<file path="src/rtl/fpll_pkg.sv">
// Shared constants, types and arithmetic helpers for the four-pole ladder low-pass.
// No dependencies.
`timescale 1ns / 1ps
package fpll_pkg;
    localparam int NUM_CHANNELS = 2;
    localparam int CH_W = (NUM_CHANNELS > 1) ? $clog2(NUM_CHANNELS) : 1;
    localparam int ADDR_W = CH_W + 2;
    localparam int DEPTH = NUM_CHANNELS * 4;
    localparam int WORD_W = 40;

    localparam logic [2:0] REG_GAIN_1 = 3'd0;
    localparam logic [2:0] REG_GAIN_2 = 3'd1;
    localparam logic [2:0] REG_GAIN_3 = 3'd2;
    localparam logic [2:0] REG_GAIN_4 = 3'd3;
    localparam logic [2:0] REG_ALLPASS = 3'd4;
    localparam logic [2:0] REG_RESONANCE = 3'd5;

    localparam logic signed [39:0] SAT_HI = 40'sh7F_FFFF_FFFF;
    localparam logic signed [39:0] SAT_LO = -40'sh80_0000_0000;

    typedef logic signed [WORD_W-1:0] word_t;

    function automatic word_t sat40(input logic signed [41:0] v);
        if (v > 42'(SAT_HI)) return SAT_HI;
        if (v < 42'(SAT_LO)) return SAT_LO;
        return v[39:0];
    endfunction
endpackage

</file>
<file path="src/rtl/fpll_mul.sv">
// Registered product unit: floor(x*c / 2^s) saturated to 40 bits.
// Partial products are registered, then combined. Depends on fpll_pkg.
`timescale 1ns / 1ps
module fpll_mul
    import fpll_pkg::*;
(
    input  logic               aclk,
    input  word_t              x,
    input  logic signed [32:0] c,
    input  logic               sh28,
    output word_t              p
);
    logic signed [57:0] hi_reg;
    logic signed [49:0] lo_reg;
    logic               sh_reg;
    logic signed [23:0] hi_w;
    logic signed [16:0] lo_w;
    logic signed [73:0] m;
    logic signed [73:0] sh;

    assign hi_w = x[39:16];
    assign lo_w = {1'b0, x[15:0]};

    always_ff @(posedge aclk) begin
        hi_reg <= 58'(hi_w * c);
        lo_reg <= 50'(lo_w * c);
        sh_reg <= sh28;
    end

    always_comb begin
        m = (74'(hi_reg) <<< 16) + 74'(lo_reg);
        sh = sh_reg ? (m >>> 28) : (m >>> 31);
        if (sh > 74'(SAT_HI)) p = SAT_HI;
        else if (sh < 74'(SAT_LO)) p = SAT_LO;
        else p = sh[39:0];
    end
endmodule

</file>
<file path="config.mk">
export PLATFORM = sky130hd
export DESIGN_NAME = fpll_mul
export DESIGN_NICKNAME = d
export VERILOG_FILES = /design/src/rtl/fpll_pkg.sv /design/src/rtl/fpll_mul.sv
export SDC_FILE = /design/constraint.sdc
export NUM_CORES = 2
export LEC_CHECK = 0
export ABC_CLOCK_PERIOD_IN_PS = 6500
export BUFFER_PORTS_ARGS = -buffer_cell sky130_fd_sc_hd__buf_4
export CORE_MARGIN = 3
export CORE_UTILIZATION = 49
export CTS_CLUSTER_SIZE = 24
export DETAILED_ROUTE_END_ITERATION = 12
export PLACE_DENSITY = 0.75
export SETUP_SLACK_MARGIN = 0.05
export SYNTH_ARGS = -nofsm -noshare
export SYNTH_HDL_FRONTEND = slang
export SYNTH_SLANG_ARGS = --single-unit
</file>
<file path="constraint.sdc">
create_clock -name aclk -period 6.5 [get_ports aclk]
set_input_delay 0.325 -clock aclk [delete_from_list [all_inputs] [get_ports aclk]]
set_output_delay 0.325 -clock aclk [all_outputs]
set_load 0.02 [all_outputs]
</file>
==> metrics.md <==
| Metric | Value |
|---|---|
| Yosys Warn Count | 0 |
| Vias in the first global route | roughly 43000 |
| Post-Layout Cell Count | 7432 |
| Total Wirelength | 135 mm |
| Drt initial violations | 2258 |
| Hold/Removal Path Class | in -> reg |
| Nets | 7763 |
| Port Buffers | 114 |
| TNS Setup | 0 ns |
| Cell mode on critical path | fa_1 |
| Outcome | completed |
| CP max stage cell | fa_2 |
| Layout cell share with drive strength beyond 1 | 15.3% |
| Async SR Flop Fraction | 0% |
| Dpl ws | -0.722 ns |
| Post-route minimum period | 6.46 ns |
| Post-route DRC | 0 |
| Main flop type after synthesis | dfxtp_1 |
| Buf+Inv Stages, Crit Path | 6 |
| Reg clk slew, reported paths | 0.10 ns |
| Sequential share of the synthesized area | around 3.6% |
| Core area | ~100000 um2 |
| Slew margin rel. | 37.0% |
| Max reg flops | 57 |
| Syn avg cell area | 8.97 um2 |
| Synthesized flop and latch total | 92 |
| CP Class | in -> reg |
| Upper clock frequency limit | ~150 MHz |
| Hold slack | just under 0.3 ns |
| WL per Instance | around 18 um |
| Final Cycle Share | between 90 and 100% |
| Max cap viols | 0 |
| Post-route ant nets | 0 |
| Die Y-Extent | 327 um |
| Post-Syn Area | between 50000 and 60000 um2 |
| GR Util met1 | 31.6% |
| WP depth | 26 |
| CTS tree | built |
| CP startpoint kind | input pin |
| Maximum number of pins on one net before global-route repair | 48 |
| EDFF count, synth | 0 |
| Mapped Nets | about 7300 |
| Core Rows | 117 |
| Remaining Overflow, GRT | 0 |
| Met3 global-route usage | roughly 2.3% |
| Leading cell type in the layout, fill and taps excluded | inv_1 |
| Vias | 38876 |
| Unrepaired setup endpoints after global routing | yes |
| TritonCTS Buffers | 9 |
| Final WS setup | 0.0424 ns |
| Die W | 327 um |
| Sink Count | 92 |
| Final hold violations | 0 |
| Most used routing layer | met2 |
| Global placer's final weighted congestion | 0.940 |
| CP arrival | 6.80 ns |
| Cell chosen for the clock root | clkbuf_16 |
| GRT met2 Usage | 45.6% |
| H-tree levels | 3 |
| Crit path max-delay family | adder cells |
| Initial antenna violation count | 0 |
| DRT Pass-1 Iters | 5 |
| Dpl hpwl | 115 mm |
| Placed insts | 7370 |
| Number of library cell types mapped by synthesis | 65 |
| Worst Tran Pin Value | 0.945 ns |
| Most frequent cells in the layout | 1347 x inv_1, 1275 x fa_1, 795 x nand2_1 |
| Die footprint | between 100000 and 150000 um2 |
| Worst path max stage delay | 0.58 ns |
| DR vias/cell | 5.23 |
| Required @ worst endpoint | 6.84 ns |
| Io pins | 115 |
| Gate count of the mapped netlist | between 5000 and 6000 |
| Clock Tree Buf Depth | 2 |
| CP endpoint kind | flip-flop |
| Global-route wire length before repair | ~220 mm |
| Final setup violation count | 0 |
| Slew Limit Fails | 0 |
| Initial Utilization | 49.5% |
| Area growth, synth to finish | 16.4% |
| Hold depth | 3 |
| Tot GR Track Use | 25.9% |
| Worst Path Max Fanout | 22 |
kinds of logic (layout without fill, tap and decap cells):
logic type,count (synthesis),count (layout),synth area share (%)
fa+ha+maj,1631,1631,59.7
buf+inv,1663,2084,12.4
simple gates,1640,1640,15.6
xor+xnor,136,136,2.35
flops,92,92,3.64
compound gates,446,446,5.64
mux,33,33,0.665
other cells,0,2,0
synth_stat cells, types with 3 or more instances:
| master | count | area share (%) |
|---|---|---|
| a211o_1 | 5 | 0.087 |
| a211oi_1 | 10 | 0.15 |
| a21boi_0 | 5 | 0.074 |
| a21o_1 | 76 | 1.1 |
| a21oi_1 | 126 | 1.2 |
| a221oi_1 | 5 | 0.087 |
| a31o_2 | 5 | 0.087 |
| a31oi_1 | 18 | 0.22 |
| and2_1 | 568 | 7.0 |
| and3_1 | 15 | 0.19 |
| and4_1 | 3 | 0.052 |
| buf_2 | 3 | 0.030 |
| clkbuf_1 | 284 | 2.1 |
| dfxtp_1 | 92 | 3.6 |
| fa_1 | 1306 | 52 |
| ha_1 | 325 | 8.0 |
| inv_1 | 1374 | 10 |
| mux2_2 | 5 | 0.11 |
| mux2i_1 | 28 | 0.55 |
| nand2_1 | 806 | 6.0 |
| nand2b_1 | 23 | 0.28 |
| nand3_1 | 22 | 0.22 |
| nand3b_1 | 3 | 0.045 |
| nand4_1 | 29 | 0.36 |
| nand4b_1 | 3 | 0.052 |
| nor2_1 | 120 | 0.89 |
| nor2b_1 | 15 | 0.19 |
| nor3_1 | 22 | 0.22 |
| o211ai_1 | 9 | 0.13 |
| o21a_1 | 13 | 0.19 |
| o21ai_0 | 101 | 1.0 |
| o21ai_2 | 10 | 0.17 |
| o21bai_1 | 18 | 0.27 |
| o311ai_0 | 3 | 0.052 |
| o31ai_1 | 9 | 0.13 |
| or2_2 | 4 | 0.049 |
| or3_1 | 4 | 0.049 |
| xnor2_1 | 92 | 1.6 |
| xor2_1 | 44 | 0.76 |
worst paths after layout:
path | start | end
setup / recovery | x[30] | hi_reg[56]
hold / removal | x[16] | hi_reg[0]
layer usage:
metal | up-vias | wire [um]
li1 | 17259 | -
met4 | 0 | 9150
met1 | 19897 | 51500
met3 | 390 | 7700
met2 | 1330 | 67100
met5 | - | 0
per-stage QoR:
step	util, %	area [um2]
6_report	57.6	58900
5_1_grt	57.6	58900
4_1_cts	55.8	57000
3_5_place_dp	55.2	56400
3_3_place_gp	55.2	56400
2_1_floorplan	-	50700
cell type report:
type | count | area [um2]
diodes | 2 | 5.00
flip-flops and latches | 92 | 1840
clock buffers | 9 | 225
repair buffers | 694 | 6450
well taps | 1368 | 1710
inverters | 1374 | 5160
multi-input cells | 3886 | 43400
fillers | 8626 | 43300
clock inverters | 7 | 86.3
timing repair:
action                                 4_1_cts  5_1_grt
hold buffers                                 1        0
setup endpoints to repair                   29       39
resized for setup                           80      329
gates cloned                                 1       15
setup buffers                                1       28
endpoints found under the hold margin        1        0
pin swaps                                   43      224
Power is left out: the tool's default activity adds up to more than one toggle a clock period on the data nets, which glitch-free logic cannot reach.
