--- config.mk ---
export PLATFORM = sky130hd
export DESIGN_NAME = fpll_div
export DESIGN_NICKNAME = d
export VERILOG_FILES = /design/src/rtl/fpll_pkg.sv /design/src/rtl/fpll_div.sv
export SDC_FILE = /design/constraint.sdc
export NUM_CORES = 1
export LEC_CHECK = 0
export ABC_AREA = 1
export BUFFER_PORTS_ARGS = -buffer_cell sky130_fd_sc_hd__clkbuf_2
export CAP_MARGIN = 20
export CORE_UTILIZATION = 38
export CTS_BUF_LIST = sky130_fd_sc_hd__clkbuf_2
export DETAILED_ROUTE_END_ITERATION = 12
export MAX_ROUTING_LAYER = met4
export RECOVER_POWER = 100
export SYNTH_ARGS = -nofsm -noshare
export SYNTH_HDL_FRONTEND = slang
export SYNTH_SLANG_ARGS = --single-unit
--- constraint.sdc ---
create_clock -name aclk -period 7.7 [get_ports aclk]
set_clock_uncertainty 0.2 [all_clocks]
set_input_delay 0.77 -clock aclk [delete_from_list [all_inputs] [get_ports aclk]]
set_output_delay 0.77 -clock aclk [all_outputs]
set_load 0.02 [all_outputs]
--- src/rtl/fpll_pkg.sv ---
// Shared constants, types and arithmetic helpers for the four-pole ladder low-pass.
// No dependencies.
`timescale 1ns / 1ps
package fpll_pkg;
    localparam int NUM_CHANNELS = 2;
    localparam int CH_W = (NUM_CHANNELS > 1) ? $clog2(NUM_CHANNELS) : 1;
    localparam int ADDR_W = CH_W + 2;
    localparam int DEPTH = NUM_CHANNELS * 4;
    localparam int WORD_W = 40;

    localparam logic [2:0] REG_GAIN_1 = 3'd0;
    localparam logic [2:0] REG_GAIN_2 = 3'd1;
    localparam logic [2:0] REG_GAIN_3 = 3'd2;
    localparam logic [2:0] REG_GAIN_4 = 3'd3;
    localparam logic [2:0] REG_ALLPASS = 3'd4;
    localparam logic [2:0] REG_RESONANCE = 3'd5;

    localparam logic signed [39:0] SAT_HI = 40'sh7F_FFFF_FFFF;
    localparam logic signed [39:0] SAT_LO = -40'sh80_0000_0000;

    typedef logic signed [WORD_W-1:0] word_t;

    function automatic word_t sat40(input logic signed [41:0] v);
        if (v > 42'(SAT_HI)) return SAT_HI;
        if (v < 42'(SAT_LO)) return SAT_LO;
        return v[39:0];
    endfunction
endpackage

--- src/rtl/fpll_div.sv ---
// Restoring divider for the feedback solve: Q8.32 quotient, truncated, saturated.
// One quotient bit per cycle. Depends on fpll_pkg.
`timescale 1ns / 1ps
module fpll_div
    import fpll_pkg::*;
(
    input  logic               aclk,
    input  logic               aresetn,
    input  logic               start,
    input  word_t              num,
    input  logic signed [47:0] den,
    output logic               done,
    output word_t              quo
);
    logic [71:0] n_reg;
    logic [47:0] d_reg;
    logic [48:0] r_reg;
    logic [41:0] q_reg;
    logic [6:0]  cnt_reg;
    logic        busy_reg, neg_reg, zero_reg, nz_reg, numz_reg;
    logic [48:0] r_sh;
    logic [41:0] q_sh;

    assign r_sh = {r_reg[47:0], n_reg[71]};
    assign q_sh = {q_reg[40:0], 1'b0};

    always_ff @(posedge aclk) begin
        if (!aresetn) begin
            busy_reg <= 1'b0;
            done <= 1'b0;
        end else begin
            done <= !start && busy_reg && cnt_reg == 7'd1;
            if (start) begin
                busy_reg <= 1'b1;
                cnt_reg <= 7'd72;
                n_reg <= {(num < 0) ? 40'(-num) : num, 32'd0};
                d_reg <= (den < 0) ? 48'(-den) : den;
                neg_reg <= (num < 0) != (den < 0);
                zero_reg <= den == 0;
                nz_reg <= num < 0;
                numz_reg <= num == 0;
                r_reg <= '0;
                q_reg <= '0;
            end else if (busy_reg) begin
                n_reg <= n_reg << 1;
                r_reg <= (r_sh >= {1'b0, d_reg}) ? r_sh - {1'b0, d_reg} : r_sh;
                if (q_reg[40] || q_reg[41]) q_reg <= 42'h100_0000_0000;
                else q_reg <= (r_sh >= {1'b0, d_reg}) ? (q_sh | 42'd1) : q_sh;
                cnt_reg <= cnt_reg - 7'd1;
                if (cnt_reg == 7'd1) busy_reg <= 1'b0;
            end
        end
    end

    always_comb begin
        if (zero_reg) quo = numz_reg ? '0 : (nz_reg ? SAT_LO : SAT_HI);
        else if (q_reg[41] || q_reg[40]) quo = neg_reg ? SAT_LO : SAT_HI;
        else if (q_reg[39]) quo = neg_reg ? (q_reg[38:0] == 0 ? SAT_LO : SAT_LO) : SAT_HI;
        else quo = neg_reg ? -word_t'(q_reg[39:0]) : word_t'(q_reg[39:0]);
    end
endmodule
==> out/results.ini <==
[outcome]
status=finished with violations
violations=capacitance limit, slew limit

[timing]
finalSetupViolCount=0
drv_slew=456
final.setup.tns_ps=0
relSlewSlack_pct=-86.1
worst-slew-pin-transition_ps=2790
finalCritPeriodShare_pct=72.3
grt_setup_unrepaired=false
fin_crit_ps=5570
fmax_ghz=0.180
finalHoldViolCount=0

[routing]
wire_per_inst_um=15.4
via_per_inst=4.96
ant_nets=0
routed_wl_um=50400
vias=16270
drtIter0Drc=1246
drc=0
firstDrtPassIters=6

[power]
p_total_mw=2.98
p_clk_share_pct=21.1
p_switching_mw=1.15
pwr-share-seq_pct=43.4
share_comb_of_total_power_pct=35.5
p_per_area_nw_per_um2=160
intPower_mw=1.83
irDropWorstVdd_mv=0.115
power_switching_share_pct=38.6
total_leakage_power_nw=9.18

[synth]
synth_xor_area_share_pct=4.92
synth_edf_count=189
synth_compound_area_share_pct=6.29
synthAdderAreaFrac_pct=4.22
synth_area_um2=16200
synth_top_area_cell=edfxtp_1
yosys_warnings=0
synth_top_family_by_area=simple AND/OR/NAND/NOR gates
ys_seq_area_share_pct=35.3
synth_seq_cells=191
synth_area_leaders=edfxtp_1, nand2_1, inv_1
synthMuxAreaShare_pct=0
post_synth_inst_count=2513
avgSynthCellArea_um2=6.45
synthFlopType=edfxtp_1
async_flop_share_pct=0
yosys-top-cells-count=nand2_1, inv_1, nor2_1
synth_nets=2658
synth_top_area_share_pct=35.0
yosys.area_share.simple_pct=37.3
synth_cell_types=43
synth.most_common_cell=nand2_1

[place]
place.gp.congestion=0.984
dp_hpwl_um=38700
numPortBuffers=131

[die]
pin_count=132
coreArea_um2=42000
dieHeight_um=208
fp-row-count=75
die_w_um=208
initial_core_util_pct=38.5
die_area_um2=43500

[final_layout]
syn2layout_area_growth_pct=15.1
drive_above_1_share_pct=5.85
fillers=4469
fin_nets=2867

[worst_hold_path]
holdCritStartpoint=den[0]
min-delay-path-class=primary input to register
holdPathEnd=d_reg[0]$_DFFE_PP_
holdPathStages=2

[worst_setup_path]
r2r-start=r_reg[26]$_SDFFCE_PP0P_
critPathLaunch=q_reg[40]$_SDFFCE_PP0P_
arrival_ps=4600
cp_max_fo=39
critical_path_required_ps=6730
end_kind=primary output
cp-start-kind=register
regToRegSetupSlack_ps=2390
r2r_cells=13
r2r-end=r_reg[8]$_SDFFCE_PP0P_
critPathKind=register to primary output

[global_routing]
grt_pass1_vias=15334
antenna_found_initial=2
grt_max_degree=102
grt_pass1_wl_um=80200
grt.total_usage_pct=24.2
grt_overflow=0

[cts]
cts_made_buffers=17
cts_tree=built
cts_resized=0
clock-sinks=191
clk_latency_ps=1090
htree_levels=4
clk_path_buf_depth=2
clk_pin_slew_worst_paths_ps=300
cts-root-buf=clkbuf_2

[job]
maxCapViolCount=10

worst max-delay path: stages, from the launching register on:
cell      delay (ps)
edfxtp_1         430
nor2_1           100
inv_1             50
nor2_1           130
buf_4            280
inv_1            400
a21oi_2          220
clkbuf_1        1180
o21ai_0          330
nand2_1          130
clkbuf_1         230
cell families after synthesis:
| logic type | after synthesis |
|---|---|
| and+or+nand+nor | 1484 |
| buffers and inverters | 504 |
| DFF | 191 |
| AOI/OAI and AO/OA | 188 |
| xor gates and xnor gates | 91 |
| adders and majority gates | 54 |
| other | 1 |
routing by layer:
| layer | routed length [µm] | part of all wire [%] | track usage, % | up-vias |
|---|---|---|---|---|
| met2 | 22600 | 45 | 37.6 | 493 |
| met5 | 0 | 0 | - | - |
| met3 | 2740 | 5.4 | 3.91 | 87 |
| li1 | - | - | - | 8273 |
| met1 | 23700 | 47 | 32.0 | 7417 |
| met4 | 1340 | 2.7 | 7.79 | 0 |
area by class of cell:
type	instances	area [µm²]	share of cell area, %
diodes	4	10.0	0.0537
clock buffers	18	90.1	0.483
clock inverters	14	204	1.09
inverters	445	1670	8.96
multi-input cells	1818	8540	45.8
flip-flops and latches	191	5720	30.6
well taps	539	674	3.62
repair buffers	249	1750	9.38
worst max path at each step:
| stage | slack [ps] | to | depth (start not counted) |
|---|---|---|---|
| after floorplan | 2010 | cnt_reg[0]$_SDFFCE_PP0P_ | 3 |
| after global placement | 4330 | quo[29] | 10 |
| after detailed placement | 4160 | r_reg[8]$_SDFFCE_PP0P_ | 11 |
| after CTS | 3010 | quo[17] | 10 |
| after global routing | 1650 | quo[7] | 10 |
| final | 2130 | quo[17] | 10 |
stage by stage:
stage | utilization, % | hold slack (ps) | setup slack [ps] | cell area, µm² | std cells
after CTS | 44.6 | 92.5 | 3010 | 18700 | 3273
after global placement | 41.3 | 294 | 4330 | 17300 | 3133
after detailed placement | 41.3 | 310 | 4160 | 17400 | 3134
after floorplan | - | 244 | 2010 | 16200 | 2513
after global routing | 44.4 | 212 | 1650 | 18600 | 3277
final | 44.4 | 226 | 2130 | 18600 | 3278
layout by cell type, fill, tap and decap left out, drive strengths merged, types with 38 or more instances in the layout:
cell type	n
nand2	842
inv	445
nor2	405
edfxtp	189
clkbuf	156
nand3	121
dlygate4sd3	107
o21ai	99
a21oi	60
xor2	57
ha	53
nand4	50
nor3	38
power groups by stage:
stage | registers, mW | clock network, mW | logic [mW]
4_1_cts | 1.29 | 0.651 | 1.05
6_report | 1.29 | 0.629 | 1.06
3_5_place_dp | 1.31 | 0 | 0.999
3_3_place_gp | 1.31 | 0 | 0.995
2_1_floorplan | 1.30 | 0 | 0.719
5_1_grt | 1.30 | 0.673 | 1.19
repair_timing:
action,in CTS,in global routing
buffers inserted,0,0
hold endpoints to repair,122,0
hold buffers,107,0
No activity file was read; power rests on OpenSTA's default activity.
